`src/sv/ppp_afr_pkg.sv`:
```
// ----------------------------------------------------------------------------
// PPP async frame receive package
// Shared types, byte codes and the byte-wide FCS-16 update for the receive
// path.
// ----------------------------------------------------------------------------
package ppp_afr_pkg;

   // Byte codes on the line and inside the frame header
   localparam logic [7:0] FLAG_BYTE = 8'h7E;
   localparam logic [7:0] ESC_BYTE  = 8'h7D;
   localparam logic [7:0] ESC_XOR   = 8'h20;
   localparam logic [7:0] ADDR_BYTE = 8'hFF;
   localparam logic [7:0] CTRL_BYTE = 8'h03;
   localparam logic [7:0] CTRL_CHAR_LIMIT = 8'h20;

   // FCS-16, reflected
   localparam logic [15:0] CHECK_INIT = 16'hFFFF;
   localparam logic [15:0] CHECK_GOOD = 16'hF0B8;
   localparam logic [15:0] CHECK_POLY = 16'h8408;

   // Configuration defaults
   localparam logic [31:0] RX_CHAR_MAP_RESET = 32'h0000_0000;
   localparam logic [11:0] FRAME_LIMIT_RESET = 12'd1504;

   localparam int CSR_INDEX_W = 1;
   localparam int CSR_DATA_W  = 32;

   typedef logic [7:0]  line_type;
   typedef logic [11:0] count_type;

   typedef enum logic [CSR_INDEX_W-1:0] {
      CSR_RX_CHAR_MAP = 1'b0,
      CSR_FRAME_LIMIT = 1'b1
   } csr_index_type;

   typedef enum logic [1:0] {
      PH_FLAG = 2'd0,
      PH_ADDR = 2'd1,
      PH_CTRL = 2'd2,
      PH_DATA = 2'd3
   } phase_type;

   typedef enum logic [1:0] {
      ST_PAYLOAD = 2'd0,
      ST_GOOD    = 2'd1,
      ST_BAD     = 2'd2,
      ST_ABORT   = 2'd3
   } status_type;

   typedef struct packed {
      logic [31:0] rx_char_map;
      count_type   frame_limit;
   } cfg_type;

   typedef struct packed {
      line_type    payload_byte;
      logic        frame_end;
      logic [1:0]  frame_status;
      count_type   frame_length;
   } rsp_type;

   // Fold one byte into the running check, LSB first
   function automatic logic [15:0] check_update(input logic [15:0] crc,
                                                input line_type   data);
      logic [15:0] c;
      c = crc ^ {8'h00, data};
      for (int b = 0; b < 8; b++) begin
         if (c[0]) begin
            c = (c >> 1) ^ CHECK_POLY;
         end else begin
            c = c >> 1;
         end
      end
      return c;
   endfunction

endpackage

```
`src/sv/ppp_afr_channels.sv`:
```
// ----------------------------------------------------------------------------
// PPP async frame receive channels
// Valid/ready channel bundles for line bytes, results and register writes.
// ----------------------------------------------------------------------------
interface ppp_afr_req_if;
   logic                  valid;
   logic                  ready;
   ppp_afr_pkg::line_type line_byte;

   modport source (output valid, output line_byte, input ready);
   modport sink   (input valid, input line_byte, output ready);
endinterface

interface ppp_afr_rsp_if;
   logic                   valid;
   logic                   ready;
   ppp_afr_pkg::line_type  payload_byte;
   logic                   frame_end;
   logic [1:0]             frame_status;
   ppp_afr_pkg::count_type frame_length;

   modport source (output valid, output payload_byte, output frame_end,
                   output frame_status, output frame_length, input ready);
   modport sink   (input valid, input payload_byte, input frame_end,
                   input frame_status, input frame_length, output ready);
endinterface

interface ppp_afr_csr_if;
   logic                                valid;
   logic                                ready;
   logic [ppp_afr_pkg::CSR_INDEX_W-1:0] index;
   logic [ppp_afr_pkg::CSR_DATA_W-1:0]  wdata;

   modport source (output valid, output index, output wdata, input ready);
   modport sink   (input valid, input index, input wdata, output ready);
endinterface

```
`src/sv/ppp_afr_skid.sv`:
```
// ----------------------------------------------------------------------------
// PPP async frame receive skid register
// Two-entry register stage with a registered upstream ready.
// ----------------------------------------------------------------------------
module ppp_afr_skid #(
   parameter type DATA_TYPE = logic [7:0]
) (
   input  logic     clock,
   input  logic     reset,
   input  logic     up_valid,
   output logic     up_ready,
   input  DATA_TYPE up_data,
   output logic     dn_valid,
   input  logic     dn_ready,
   output DATA_TYPE dn_data
);

   logic     main_valid_ff;
   logic     main_valid_in;
   DATA_TYPE main_data_ff;
   DATA_TYPE main_data_in;
   logic     spare_valid_ff;
   logic     spare_valid_in;
   DATA_TYPE spare_data_ff;
   DATA_TYPE spare_data_in;
   logic     up_fire;
   logic     main_free;

   assign up_ready  = !spare_valid_ff;
   assign up_fire   = up_valid && up_ready;
   assign main_free = !main_valid_ff || dn_ready;
   assign dn_valid  = main_valid_ff;
   assign dn_data   = main_data_ff;

   always_comb begin
      main_valid_in  = main_valid_ff;
      main_data_in   = main_data_ff;
      spare_valid_in = spare_valid_ff;
      spare_data_in  = spare_data_ff;
      if (main_free) begin
         // refill from the spare first, then from upstream
         if (spare_valid_ff) begin
            main_valid_in  = 1'b1;
            main_data_in   = spare_data_ff;
            spare_valid_in = 1'b0;
         end else begin
            main_valid_in = up_fire;
            main_data_in  = up_data;
         end
      end else if (up_fire) begin
         spare_valid_in = 1'b1;
         spare_data_in  = up_data;
      end
   end

   always_ff @(posedge clock) begin
      if (reset) begin
         main_valid_ff  <= 1'b0;
         spare_valid_ff <= 1'b0;
      end else begin
         main_valid_ff  <= main_valid_in;
         spare_valid_ff <= spare_valid_in;
      end
      main_data_ff  <= main_data_in;
      spare_data_ff <= spare_data_in;
   end

endmodule

```
`src/sv/ppp_afr_core.sv`:
```
// ----------------------------------------------------------------------------
// PPP async frame receive core
// Flag hunt, unescape, control-character drop, header check, FCS-16 and
// length limit for one line byte per cycle while the output takes results.
// ----------------------------------------------------------------------------
module ppp_afr_core (
   input  logic                  clock,
   input  logic                  reset,
   input  ppp_afr_pkg::cfg_type  cfg,
   input  logic                  in_valid,
   output logic                  in_ready,
   input  ppp_afr_pkg::line_type in_byte,
   output logic                  out_valid,
   input  logic                  out_ready,
   output ppp_afr_pkg::rsp_type  out_rsp
);

   ppp_afr_pkg::phase_type phase_ff;
   ppp_afr_pkg::phase_type phase_in;
   logic                   escape_ff;
   logic                   escape_in;
   logic [15:0]            check_ff;
   logic [15:0]            check_in;
   ppp_afr_pkg::count_type count_ff;
   ppp_afr_pkg::count_type count_in;

   logic                   fire;
   logic                   is_flag;
   logic                   is_esc;
   logic                   dropped;
   logic                   store;
   ppp_afr_pkg::line_type  plain;
   logic [15:0]            check_next;

   // Each byte yields at most one result, so a free output slot is enough
   assign in_ready = out_ready;
   assign fire     = in_valid && out_ready;

   assign is_flag = (in_byte == ppp_afr_pkg::FLAG_BYTE);
   assign is_esc  = (in_byte == ppp_afr_pkg::ESC_BYTE);
   assign dropped = (in_byte < ppp_afr_pkg::CTRL_CHAR_LIMIT) && cfg.rx_char_map[in_byte[4:0]];
   assign plain   = escape_ff ? (in_byte ^ ppp_afr_pkg::ESC_XOR) : in_byte;
   assign check_next = ppp_afr_pkg::check_update(check_ff, plain);

   always_comb begin
      phase_in  = phase_ff;
      escape_in = escape_ff;
      check_in  = check_ff;
      count_in  = count_ff;
      store     = 1'b0;
      out_valid = 1'b0;
      out_rsp   = '{payload_byte: '0, frame_end: 1'b0,
                    frame_status: ppp_afr_pkg::ST_PAYLOAD, frame_length: count_ff};
      if (is_flag) begin
         case (phase_ff)
            ppp_afr_pkg::PH_FLAG: begin
               phase_in = ppp_afr_pkg::PH_ADDR;
            end
            ppp_afr_pkg::PH_ADDR: begin
               phase_in = ppp_afr_pkg::PH_ADDR;
            end
            ppp_afr_pkg::PH_CTRL: begin
               phase_in = ppp_afr_pkg::PH_ADDR;
               check_in = ppp_afr_pkg::CHECK_INIT;
               count_in = '0;
            end
            default: begin
               out_valid            = fire;
               out_rsp.frame_end    = 1'b1;
               out_rsp.frame_status = (check_ff == ppp_afr_pkg::CHECK_GOOD) ?
                                      ppp_afr_pkg::ST_GOOD : ppp_afr_pkg::ST_BAD;
               phase_in = ppp_afr_pkg::PH_ADDR;
               check_in = ppp_afr_pkg::CHECK_INIT;
               count_in = '0;
            end
         endcase
      end else if (is_esc) begin
         escape_in = 1'b1;
      end else if (!dropped) begin
         escape_in = 1'b0;
         check_in  = check_next;
         case (phase_ff)
            ppp_afr_pkg::PH_FLAG: begin
               check_in = ppp_afr_pkg::CHECK_INIT;
            end
            ppp_afr_pkg::PH_CTRL: begin
               if (plain == ppp_afr_pkg::CTRL_BYTE) begin
                  phase_in = ppp_afr_pkg::PH_DATA;
               end else begin
                  phase_in = ppp_afr_pkg::PH_FLAG;
                  check_in = ppp_afr_pkg::CHECK_INIT;
                  count_in = '0;
               end
            end
            ppp_afr_pkg::PH_ADDR: begin
               // anything but the address byte is a compressed header
               if (plain == ppp_afr_pkg::ADDR_BYTE) begin
                  phase_in = ppp_afr_pkg::PH_CTRL;
               end else begin
                  phase_in = ppp_afr_pkg::PH_DATA;
                  store    = 1'b1;
               end
            end
            default: begin
               store = 1'b1;
            end
         endcase
         if (store) begin
            out_valid = fire;
            if (count_ff < cfg.frame_limit) begin
               count_in             = count_ff + 12'd1;
               out_rsp.payload_byte = plain;
               out_rsp.frame_length = count_ff + 12'd1;
            end else begin
               out_rsp.frame_end    = 1'b1;
               out_rsp.frame_status = ppp_afr_pkg::ST_ABORT;
               phase_in = ppp_afr_pkg::PH_FLAG;
               check_in = ppp_afr_pkg::CHECK_INIT;
               count_in = '0;
            end
         end
      end
   end

   always_ff @(posedge clock) begin
      if (reset) begin
         phase_ff  <= ppp_afr_pkg::PH_FLAG;
         escape_ff <= 1'b0;
         check_ff  <= ppp_afr_pkg::CHECK_INIT;
         count_ff  <= '0;
      end else if (fire) begin
         phase_ff  <= phase_in;
         escape_ff <= escape_in;
         check_ff  <= check_in;
         count_ff  <= count_in;
      end
   end

endmodule

```
`src/sv/ppp_async_frame_receive_unit.sv`:
```
// ----------------------------------------------------------------------------
// PPP async frame receive unit
// Deframes an async HDLC-like PPP byte stream and checks its FCS-16.
// ----------------------------------------------------------------------------
// Accepts one raw line byte per request on req_ch and sustains one byte per
// clock while rsp_ch takes results. A byte passes an input skid register,
// the combinational deframing logic (flag hunt, unescape, control-character
// drop, header check, byte-wide FCS-16 update) and an output skid register,
// from which its result is presented on rsp_ch; the byte-wide FCS update and
// the frame state register set that one-byte-per-clock rate. Bytes that make
// no result (flags, escapes, dropped characters, header bytes) still pass
// through the core, which holds whenever the output register is full; they
// add no bubble of their own. Each stored payload byte, FCS bytes included,
// is delivered with its running length; a closing flag delivers a frame end
// with good or bad FCS status, and a byte past frame_limit delivers an abort
// status. Registers on csr_ch: index 0 is the receive character map, index 1
// the frame limit; write them only while idle.
// ----------------------------------------------------------------------------
module ppp_async_frame_receive_unit (
   input logic          clock,
   input logic          reset,
   ppp_afr_req_if.sink  req_ch,
   ppp_afr_rsp_if.source rsp_ch,
   ppp_afr_csr_if.sink  csr_ch
);

   ppp_afr_pkg::cfg_type  cfg_ff;
   ppp_afr_pkg::cfg_type  cfg_in;

   logic                  core_in_valid;
   logic                  core_in_ready;
   ppp_afr_pkg::line_type core_in_byte;
   logic                  core_out_valid;
   logic                  core_out_ready;
   ppp_afr_pkg::rsp_type  core_out_rsp;
   ppp_afr_pkg::rsp_type  rsp_data;

   // Register writes never stall
   assign csr_ch.ready = 1'b1;

   always_comb begin
      cfg_in = cfg_ff;
      if (csr_ch.valid) begin
         case (ppp_afr_pkg::csr_index_type'(csr_ch.index))
            ppp_afr_pkg::CSR_RX_CHAR_MAP: cfg_in.rx_char_map = csr_ch.wdata;
            ppp_afr_pkg::CSR_FRAME_LIMIT: cfg_in.frame_limit = csr_ch.wdata[11:0];
            default: cfg_in = cfg_ff;
         endcase
      end
   end

   always_ff @(posedge clock) begin
      if (reset) begin
         cfg_ff <= '{rx_char_map: ppp_afr_pkg::RX_CHAR_MAP_RESET,
                     frame_limit: ppp_afr_pkg::FRAME_LIMIT_RESET};
      end else begin
         cfg_ff <= cfg_in;
      end
   end

   // Hold incoming line bytes; ready toward the line is registered
   ppp_afr_skid #(
      .DATA_TYPE (ppp_afr_pkg::line_type)
   ) u_in_stage (
      .clock    (clock),
      .reset    (reset),
      .up_valid (req_ch.valid),
      .up_ready (req_ch.ready),
      .up_data  (req_ch.line_byte),
      .dn_valid (core_in_valid),
      .dn_ready (core_in_ready),
      .dn_data  (core_in_byte)
   );

   // Advance the frame state by one byte per cycle while the output has room
   ppp_afr_core u_core (
      .clock     (clock),
      .reset     (reset),
      .cfg       (cfg_ff),
      .in_valid  (core_in_valid),
      .in_ready  (core_in_ready),
      .in_byte   (core_in_byte),
      .out_valid (core_out_valid),
      .out_ready (core_out_ready),
      .out_rsp   (core_out_rsp)
   );

   // Hold results until the consumer takes them
   ppp_afr_skid #(
      .DATA_TYPE (ppp_afr_pkg::rsp_type)
   ) u_out_stage (
      .clock    (clock),
      .reset    (reset),
      .up_valid (core_out_valid),
      .up_ready (core_out_ready),
      .up_data  (core_out_rsp),
      .dn_valid (rsp_ch.valid),
      .dn_ready (rsp_ch.ready),
      .dn_data  (rsp_data)
   );

   assign rsp_ch.payload_byte = rsp_data.payload_byte;
   assign rsp_ch.frame_end    = rsp_data.frame_end;
   assign rsp_ch.frame_status = rsp_data.frame_status;
   assign rsp_ch.frame_length = rsp_data.frame_length;

endmodule
```
`src/flat_wrapper.sv`:
```
// flat-port wrapper written by rule: the top's interface ports become plain ports
module ppp_async_frame_receive_unit_flat 
  (clock, reset, req_ch_valid, req_ch_line_byte, req_ch_ready, rsp_ch_valid, rsp_ch_payload_byte, rsp_ch_frame_end, rsp_ch_frame_status, rsp_ch_frame_length, rsp_ch_ready, csr_ch_valid, csr_ch_index, csr_ch_wdata, csr_ch_ready);
  ppp_afr_req_if req_ch_i ();
  ppp_afr_rsp_if rsp_ch_i ();
  ppp_afr_csr_if csr_ch_i ();
  input logic clock;
  input logic reset;
  input wire logic [$bits(req_ch_i.valid)-1:0] req_ch_valid;
  input wire logic [$bits(req_ch_i.line_byte)-1:0] req_ch_line_byte;
  output wire logic [$bits(req_ch_i.ready)-1:0] req_ch_ready;
  output wire logic [$bits(rsp_ch_i.valid)-1:0] rsp_ch_valid;
  output wire logic [$bits(rsp_ch_i.payload_byte)-1:0] rsp_ch_payload_byte;
  output wire logic [$bits(rsp_ch_i.frame_end)-1:0] rsp_ch_frame_end;
  output wire logic [$bits(rsp_ch_i.frame_status)-1:0] rsp_ch_frame_status;
  output wire logic [$bits(rsp_ch_i.frame_length)-1:0] rsp_ch_frame_length;
  input wire logic [$bits(rsp_ch_i.ready)-1:0] rsp_ch_ready;
  input wire logic [$bits(csr_ch_i.valid)-1:0] csr_ch_valid;
  input wire logic [$bits(csr_ch_i.index)-1:0] csr_ch_index;
  input wire logic [$bits(csr_ch_i.wdata)-1:0] csr_ch_wdata;
  output wire logic [$bits(csr_ch_i.ready)-1:0] csr_ch_ready;
  assign req_ch_i.valid = req_ch_valid;
  assign req_ch_i.line_byte = req_ch_line_byte;
  assign req_ch_ready = req_ch_i.ready;
  assign rsp_ch_valid = rsp_ch_i.valid;
  assign rsp_ch_payload_byte = rsp_ch_i.payload_byte;
  assign rsp_ch_frame_end = rsp_ch_i.frame_end;
  assign rsp_ch_frame_status = rsp_ch_i.frame_status;
  assign rsp_ch_frame_length = rsp_ch_i.frame_length;
  assign rsp_ch_i.ready = rsp_ch_ready;
  assign csr_ch_i.valid = csr_ch_valid;
  assign csr_ch_i.index = csr_ch_index;
  assign csr_ch_i.wdata = csr_ch_wdata;
  assign csr_ch_ready = csr_ch_i.ready;
  ppp_async_frame_receive_unit u_core (.clock(clock), .reset(reset), .req_ch(req_ch_i), .rsp_ch(rsp_ch_i), .csr_ch(csr_ch_i));
endmodule
```
`config.mk`:
```
export PLATFORM = sky130hd
export DESIGN_NAME = ppp_async_frame_receive_unit_flat
export DESIGN_NICKNAME = d
export VERILOG_FILES = /design/src/sv/ppp_afr_pkg.sv /design/src/sv/ppp_afr_channels.sv /design/src/sv/ppp_afr_skid.sv /design/src/sv/ppp_afr_core.sv /design/src/sv/ppp_async_frame_receive_unit.sv /design/src/flat_wrapper.sv
export SDC_FILE = /design/constraint.sdc
export NUM_CORES = 1
export LEC_CHECK = 0
export BUFFER_PORTS_ARGS = -buffer_cell sky130_fd_sc_hd__buf_2
export CAP_MARGIN = 0
export CORE_MARGIN = 5
export CORE_UTILIZATION = 51
export CTS_BUF_LIST = sky130_fd_sc_hd__clkbuf_8
export DETAILED_ROUTE_END_ITERATION = 12
export PLACE_DENSITY = 0.81
export SLEW_MARGIN = 15
export SYNTH_ARGS = -nofsm -noshare
export SYNTH_HDL_FRONTEND = slang
export SYNTH_SLANG_ARGS = --single-unit
```
`constraint.sdc`:
```
create_clock -name clock -period 8.8 [get_ports clock]
set_clock_uncertainty 0.2 [all_clocks]
set_input_delay 1.76 -clock clock [delete_from_list [all_inputs] [get_ports clock]]
set_output_delay 1.76 -clock clock [all_outputs]
set_load 0.05 [all_outputs]
```
After elaboration in Yosys (flattened, before gate mapping)

Index checks and enable logic that the tools add are counted.

Flip-flop bits (word level): 141
Latch bits: 0
RAM bits: 0
ROM bits: 0
Input port bits: 46
Memories: 0

$add $sub $neg: 1
Multiply operators: 0
Divide/modulo/power cells: 0
Order comparisons: 3
Equality and inequality tests: 12
Shift operators: 0
Muxes and demuxes: 62
Bitwise gates (word level): 14
Reductions and logical operators: 25

Operator list:

| cell                    | number |
|---|---|
| $mux W16                | 15 |
| $mux W12                | 10 |
| $mux W23                | 4 |
| $pmux W16 S2            | 1 |
| $mux W8                 | 3 |
| $not A2 Y3              | 8 |
| $eq A16 B16 Y1 const B  | 1 |
| $eq A8 B7 Y1 const B    | 2 |
| $xor A16 B8 Y16         | 1 |
| $mux W1                 | 15 |
| $mux W2                 | 7 |
| $add A12 B1 Y12 const B | 1 |
| $lt A12 B12 Y1          | 1 |
| $mux W3                 | 3 |
| $eq A8 B2 Y1 const B    | 1 |
| $eq A8 B8 Y1 const B    | 1 |
| $lt A8 B6 Y1 const B    | 1 |
| $ne A2 B2 Y1 const B    | 4 |
| $reduce_and A2 Y1       | 4 |
| $reduce_or A2 Y1        | 4 |
| $lt A5 B6 Y1 const B    | 1 |
| $mux W6                 | 1 |
| $reduce_and A3 Y1       | 2 |
| $reduce_and A6 Y1       | 1 |
| 14 further kinds        | 25 |

Logic depth before layout (Yosys ltp)

Gate-level depths: netlist of run 1.

Depth after elaboration: 26
Depth in mapped cells: 12
Gate-level depth less buffers: 11

Hierarchy

Synthesis of run 1 repeated with hierarchy kept, for this count alone.

Cell total of the unflattened synthesis: 614
Area total of the unflattened synthesis: 7125.6 µm²

Modules (own cells, without submodules):

| module                            | instances | cells each | area each (µm²) | seq. area each (µm²) |
|---|---|---|---|---|
| ppp_afr_core                      | 1         | 314        | 2713.9          | 620.6 |
| ppp_async_frame_receive_unit      | 1         | 187        | 1903.1          | 880.8 |
| ppp_afr_skid (u_core.u_out_stage) | 1         | 80         | 1821.7          | 1421.4 |
| ppp_afr_skid (u_core.u_in_stage)  | 1         | 33         | 686.9           | 520.5 |

Least setup slack after synthesis of run 1

OpenSTA, ideal clock, no wires.

Path type: input -> register
Start: input rsp_ch_ready
End: register u_core.u_out_stage.spare_data_ff[0] (netlist name) (enable)
Arrival: 4.241 ns
Data required time: 8.161 ns
Setup slack: 3.921 ns
Stages on the path: 2
Path buffers: 0
Path through: nand2b_1 -> a211oi_1

Cells in the longest elaborated chain, start to end: 3

RTL lines:

| element                            | line               | RTL |
|---|---|---|
| start, declared                    | flat_wrapper.sv:17 | `input wire logic [$bits(rsp_ch_i.ready)-1:0] rsp_ch_ready;` |
| $logic_or A1 B1 Y1                 | ppp_afr_skid.sv:31 | `assign main_free = !main_valid_ff \|\| dn_ready;` |
| $not A1 Y1 (no source line)        | --                 |  |
| $reduce_and A2 Y1 (no source line) | --                 |  |
| end signal, assigned               | ppp_afr_skid.sv:65 | `spare_data_ff <= spare_data_in;` |
| end, declared                      | ppp_afr_skid.sv:24 | `DATA_TYPE spare_data_ff;` |

Every way passes these cells.
A chain may end at the register's enable or synchronous reset.

Worst setup path after layout of run 1

Start: register u_core.u_in_stage.main_data_ff, in the netlist u_core.u_in_stage.dn_data[0]
End: register u_core.u_core.count_ff[3]

Cells in the longest elaborated chain, start to end: 11
Elaborated cells on any way between the ends: 24
Classes of those cells: order compare (1); eq/ne (8); mux (12); reduce/logical (3)

RTL lines:

| element                | line                | RTL |
|---|---|---|
| start, declared        | ppp_afr_skid.sv:20  | `DATA_TYPE main_data_ff;` |
| start signal, assigned | ppp_afr_skid.sv:64  | `main_data_ff <= main_data_in;` |
| $mux W6                | ppp_afr_core.sv:42  | `assign plain = escape_ff ? (in_byte ^ ppp_afr_pkg::ESC_XOR) : in_byte;` |
| $eq A8 B8 Y1           | ppp_afr_core.sv:97  | `if (plain == ppp_afr_pkg::ADDR_BYTE) begin` |
| $mux W1                | ppp_afr_core.sv:97  |  |
| $pmux W1 S2            | ppp_afr_core.sv:82  | `case (phase_ff)` |
| $mux W1                | ppp_afr_core.sv:79  | `end else if (!dropped) begin` |
| $mux W1                | ppp_afr_core.sv:77  | `end else if (is_esc) begin` |
| $mux W1                | ppp_afr_core.sv:54  | `if (is_flag) begin` |
| $mux W12               | ppp_afr_core.sv:108 | `if (store) begin` |
| $mux W12               | ppp_afr_core.sv:79  |  |
| $mux W12               | ppp_afr_core.sv:77  |  |
| $mux W12               | ppp_afr_core.sv:54  |  |
| end signal, assigned   | ppp_afr_core.sv:135 | `count_ff <= count_in;` |
| end, declared          | ppp_afr_core.sv:24  | `ppp_afr_pkg::count_type count_ff;` |

Parallel ways exist; a longest one is shown, timed or not. The select of a mux whose other input is x is not followed.

==> flow_summary.toml, run 1 <==
[outcome]
outcome = "finished clean"

[timing]
slew_viol_final = 0
grt_setup_unrepaired = "no"
finalCriticalPeriod_ns = 3.882
setup_viol = 0
fmaxAchievable_ghz = 0.2576
fin_hold_ws_ns = 0.2558
maxSlewHeadroom_pct = 24.86
tightest_slew_ns = 1.127
hold_viol_final = 0
fin_setup_tns_ns = 0
fin_crit_sh_pct = 44.11

[floorplan]
die_h_um = 128.6
start_util_pct = 51.90
core_area_um2 = 13830
floorplan.die_area_um2 = 16540
die_x_um = 128.6
rows = 43
io_pins = 72

[clock_network]
cts_tree = "built"
postCtsHoldBufs = 0
clk_path_buf_depth = 2
clock-sinks = 141
clk-insertion-delay-late_ns = 0.46
cts_resized = 0
cts_buffers = 17
htreeDepth = 4
cts-root-buf = "clkbuf_8"
clk_pin_slew_worst_paths_ns = 0.08
post_cts_buffers = 0

[flow_run]
drv_cap = 0

[placement]
port_buffers = 70
place.gp.congestion = 0.9149
hpwl_um = 11360

[critical_path]
r2r_slack_ns = 4.92
critPathTopFamily = "compound AO/OA/AOI/OAI gates"
critPathRequiredTime_ns = 8.90
crit_type = "register to register"
reg2regPathDepth = 6
arrival_ns = 3.98
cp_num_buf_inv = 0
timing.rr.start = "u_core.u_in_stage.dn_data[0]$_DFFE_PP_"
cp_max_fo = 21
slowest_stage = "edfxtp_1"
critPathMaxStageDelay_ns = 0.98
crit_chain = "mux4_1 > a22o_1 > a2111oi_2 > a21oi_2 > nor3_2 > o21ai_0"
reg2reg_to = "u_core.u_core.count_ff[3]$_SDFFE_PP0P_"
endpoint_kind = "register"
cp-start-kind = "register"

[detailed_routing]
wl_um = 16600
via_per_inst = 5.923
avgRoutedWirePerCell_um = 16.68
via_count = 5893
final_antenna_net_count = 0
first_pass_iters = 4
drc = 0
drtIter0Drc = 463

[worst_hold_path]
min_path_cells = 2
min_from = "u_core.cfg_ff[24]$_SDFFE_PP0P_"
worstHoldEndpoint = "u_core.cfg_ff[24]$_SDFFE_PP0P_"
hold_path.class = "register to register"

[logic_synthesis]
synth_top_cell_by_area = "edfxtp_1"
yosysSeqAreaShare_pct = 47.98
async_reset_ff_share_pct = 0
synth_top_area_share_pct = 25.94
syn_area_per_cell_um2 = 9.518
synth_area_um2 = 7177
yosysWarnings = 0
synth-seq-cells = 141
syn-num-nets = 817
ys.flop_type = "dfxtp_1"
synth_edf_count = 62
synthTopCellsByCount = "nand2_1, dfxtp_1, edfxtp_1"
synthTopCellsByArea = "edfxtp_1, dfxtp_1, nand2_1, a21oi_1, ha_1"
yosysMostFrequentCell = "nand2_1"
yosysUniqueCellTypes = 75
synthCells = 754

[power_and_ir_drop]
ir_worst_vdd_mv = 0.09830
p_total_uw = 1399
p_per_area_nw_per_um2 = 176.1
leakagePower_uw = 0.003140

[final_layout]
fill_cells = 1196
syn2layout_area_growth_pct = 10.74
ff_latch_area_um2 = 3443
multi_input_area_um2 = 3401
antenna_cells = 0
drive_above_1_share_pct = 17.67
fin_nets = 865
fin_util_pct = 57.48

[grt]
first_global_vias = 5331
track_usage_pct = 20.39
grt-ovfl-total = 0
antenna_found_initial = 0
grt_max_degree = 72
grt_pass1_wl_um = 27080
==> tightest hold or removal path: stages, from the launching register on <==
cell	delay, ns
dfxtp_1	0.31
nand2_1	0.05
a21oi_1	0.05
==> flip-flops by register name, indices dropped and copies added, names as in the netlist <==
register and cells:
u_core.u_out_stage.dn_data 23, u_core.u_in_stage.dn_data 8, u_core.u_out_stage.dn_valid 1, u_core.u_out_stage.spare_data_ff 23
u_core.u_core.count_ff 12, u_core.cfg_ff 44, u_core.u_in_stage.spare_data_ff 8, u_core.u_in_stage.spare_valid_ff 1
u_core.u_in_stage.dn_valid 1, u_core.u_core.phase_ff 2, u_core.u_core.escape_ff 1, u_core.u_out_stage.spare_valid_ff 1
u_core.u_core.check_ff 16
==> stage by stage <==
stage,worst slack [ns],instance area [µm²],instances
final,4.918,7948,995
after global routing,4.661,7948,995
after CTS,4.560,7930,995
after detailed placement,4.590,7597,963
after global placement,4.789,7597,963
after floorplan,3.921,7177,754
==> power by group <==
part | switching, µW | internal (µW)
sequential | 20.4 | 713
clock | 255 | 191
combinational | 153 | 67.2
total | 428 | 971
==> final cells by class <==
cell class	instances	share of cell area, %
multi-input cells	525	42.79
clock inverters	15	1.244
well taps	180	2.834
inverters	42	1.984
clock buffers	17	2.944
flip-flops and latches	141	43.32
repair buffers	75	4.880
==> how the worst max path moves through the flow <==
stage               slack, ns                                             to                                           start  depth (start not counted)
finish                   4.92         u_core.u_core.count_ff[3]$_SDFFE_PP0P_          u_core.u_in_stage.dn_data[0]$_DFFE_PP_                          6
global route             4.66        u_core.u_core.count_ff[10]$_SDFFE_PP0P_  u_core.u_out_stage.spare_valid_ff$_SDFFE_PP0P_                          6
CTS                      4.56         u_core.u_core.count_ff[9]$_SDFFE_PP0P_  u_core.u_out_stage.spare_valid_ff$_SDFFE_PP0P_                          6
detailed placement       4.59         u_core.u_core.count_ff[7]$_SDFFE_PP0P_  u_core.u_out_stage.spare_valid_ff$_SDFFE_PP0P_                          6
global placement         4.79         u_core.u_core.count_ff[7]$_SDFFE_PP0P_                                           reset                          7
floorplan                3.92  u_core.u_out_stage.spare_data_ff[0]$_DFFE_PP_                                    rsp_ch_ready                          2
==> layout by cell type (no fill, tap or decap), types with 6 or more instances in the layout <==
cell type   Yosys  routed
o41ai_1         7       7
nand4_1        13      13
clkbuf_8        0      17
dfxtp_1        79      79
mux2_2         11      11
ha_1           17      17
clkinvlp_4      0       6
a2111oi_0      10      10
inv_1          40      41
o211ai_1        8       8
buf_2          10      70
o31a_1         18      18
nor3_1         14      14
edfxtp_1       62      62
o21ai_0        28      28
xnor2_1        15      15
nor2_1         45      45
a21oi_1        47      46
o31ai_1        17      17
o2111ai_1       6       6
a31oi_1        25      25
nand2_1       128     128
nand2b_1        9       9
xor2_1         11      11
==> metal layers <==
layer / vias to the layer above / part of all wire, % / track usage [%]
met5: - / 0 / 0
met4: 0 / 1.7 / 7.350
met3: 23 / 8.5 / 4.940
met2: 241 / 44 / 29.36
met1: 2764 / 46 / 29.93
li1: 2865 / - / -
==> kinds of logic (layout without fill, tap and decap cells) <==
family                   Yosys count  in the layout  share of synthesized area, %
multiplexers                      20             20                         3.870
AO/OA/AOI/OAI                    209            209                         20.66
AND/OR/NAND/NOR                  252            252                         16.32
other                              1              1                       0.05225
XOR/XNOR                          26             26                         3.173
flip-flops                       141            141                         47.98
adder cells (fa/ha/maj)           17             17                         2.964
buffers and inverters             88            149                         4.986
Note: power is estimated with default switching activity, not from simulation.
==> inputs of run 2 (changes only) <==
PLACE_DENSITY = 0.84   (was 0.81)
clock period = 3.33 ns   (was 8.8 ns; I/O delays follow)
==> flow_summary.toml, run 2 (synthesis results as in run 1) <==
[outcome]
outcome = "finished clean"

[placement]
dpl_cell_area_um2 = 7782
port_buffers = 70
place.gp.congestion = 0.9015
dp_cells = 986
hpwl_um = 12100

[grt]
grt_max_degree = 71
antenna_found_initial = 0
first_global_vias = 5421
grt-ovfl-total = 0
track_usage_pct = 20.73
grt_pass1_wl_um = 27420

[critical_path]
cp_max_fo = 16
r2r_slack_ns = 0.21
timing.rr.start = "u_core.u_in_stage.dn_data[0]$_DFFE_PP_"
crit_type = "register to register"
critPathMaxStageDelay_ns = 0.49
reg2reg_to = "u_core.u_core.check_ff[7]$_SDFFE_PP1P_"
arrival_ns = 3.25
crit_start = "u_core.u_in_stage.dn_data[0]$_DFFE_PP_"
cp_num_buf_inv = 1
cp-start-kind = "register"
endpoint_kind = "register"
reg2regPathDepth = 7
critPathRequiredTime_ns = 3.46
timing.critical_path.to = "u_core.u_core.check_ff[7]$_SDFFE_PP1P_"
path_depth = 7
critPathTopFamily = "compound AO/OA/AOI/OAI gates"
crit_chain = "buf_4 > mux4_2 > a2bb2oi_1 > a2111oi_2 > a21o_2 > nand2_2 > o31a_1"
slowest_stage = "mux4_2"

[detailed_routing]
first_pass_iters = 5
drtIter0Drc = 468
drc = 0
wl_um = 16880
via_per_inst = 5.889
final_antenna_net_count = 0
avgRoutedWirePerCell_um = 16.53
via_count = 6013

[clock_network]
clock-sinks = 141
clk-insertion-delay-late_ns = 0.45
clk_pin_slew_worst_paths_ns = 0.07
cts_buffers = 17
postCtsHoldBufs = 0
clk_path_buf_depth = 2
cts_tree = "built"
cts-root-buf = "clkbuf_8"
htreeDepth = 4

[timing]
fin_crit_sh_pct = 93.63
finalCriticalPeriod_ns = 3.118
grt_setup_unrepaired = "no"
maxSlewHeadroom_pct = 18.38
setup_viol = 0
tightest_slew_ns = 1.216
fin_setup_tns_ns = 0
slew_viol_final = 0
hold_viol_final = 0
fmaxAchievable_ghz = 0.3207

[final_layout]
stdcell_count = 1021
final_common_cell = "nand2_1"
post-route-cell-area_um2 = 8202
ff_latch_area_um2 = 3443
fin_nets = 891
fin_util_pct = 59.32
syn2layout_area_growth_pct = 14.28
drive_above_1_share_pct = 20.10
largest_register = "u_core.cfg_ff"
fill_cells = 1159
largest_reg_flops = 44
layout_common_cells = "nand2_1, dfxtp_1, buf_2, edfxtp_1, a21oi_1"
antenna_cells = 0
multi_input_area_um2 = 3407

[floorplan]
die_h_um = 128.6
rows = 43
start_util_pct = 51.90
core_area_um2 = 13830
floorplan.die_area_um2 = 16540
io_pins = 72
die_x_um = 128.6

[power_and_ir_drop]
p_total_uw = 3880
leakagePower_uw = 0.003314
p_per_area_nw_per_um2 = 473.0
ir_worst_vdd_mv = 0.2988

[flow_run]
drv_cap = 0

[worst_hold_path]
hold_path.class = "input pin to register"
[run 2: worst min-delay path by stage]
stage / from / endpoint / slack (ns) / depth (start not counted)
floorplan: u_core.cfg_ff[13]$_SDFFE_PP0P_ / u_core.cfg_ff[13]$_SDFFE_PP0P_ / 0.23 / 2
global placement: u_core.cfg_ff[32]$_SDFFE_PP0P_ / u_core.cfg_ff[32]$_SDFFE_PP0P_ / 0.24 / 2
detailed placement: u_core.cfg_ff[12]$_SDFFE_PP0P_ / u_core.cfg_ff[12]$_SDFFE_PP0P_ / 0.25 / 2
CTS: req_ch_line_byte[1] / u_core.u_in_stage.spare_data_ff[1]$_DFFE_PP_ / 0.19 / 1
global route: req_ch_line_byte[6] / u_core.u_in_stage.spare_data_ff[6]$_DFFE_PP_ / 0.18 / 1
finish: req_ch_line_byte[6] / u_core.u_in_stage.spare_data_ff[6]$_DFFE_PP_ / 0.21 / 1
[run 2: stage by stage]
stage / setup WS [ns] / hold WS [ns]
floorplan: 0.07067 / 0.2315
global placement: 0.2358 / 0.2416
global route: 0.05300 / 0.1772
CTS: 0.1921 / 0.1857
detailed placement: 0.1854 / 0.2461
finish: 0.2120 / 0.2055
[run 2: layer usage]
metal / up-vias / track usage, % / wire length, µm
met5: - / 0 / 0
met4: 0 / 6.485 / 252
met3: 23 / 4.981 / 1542
met2: 268 / 30.71 / 7479
met1: 2803 / 30.14 / 7607
li1: 2919 / - / -
[run 2: cell type report]
| class | instances | share of cell area (%) |
|---|---|---|
| sequential | 141 | 41.98 |
| multi-input combinational | 525 | 41.54 |
| timing repair buffer | 101 | 7.109 |
| clock buffer | 19 | 3.188 |
| tap | 180 | 2.746 |
| inverter | 42 | 1.922 |
| clock inverter | 13 | 1.510 |
[run 2: timing repair]
item                       CTS  global route
hold endpoints to repair     0             0
gates resized for setup      0             1
setup endpoints to repair    0            20
setup buffers                0             3
[run 2: power breakdown]
part           switching, µW  leakage (µW)  internal, µW
Sequential              43.9       0.00129          1880
Combinational            424       0.00182           195
Clock                    639      0.000210           695
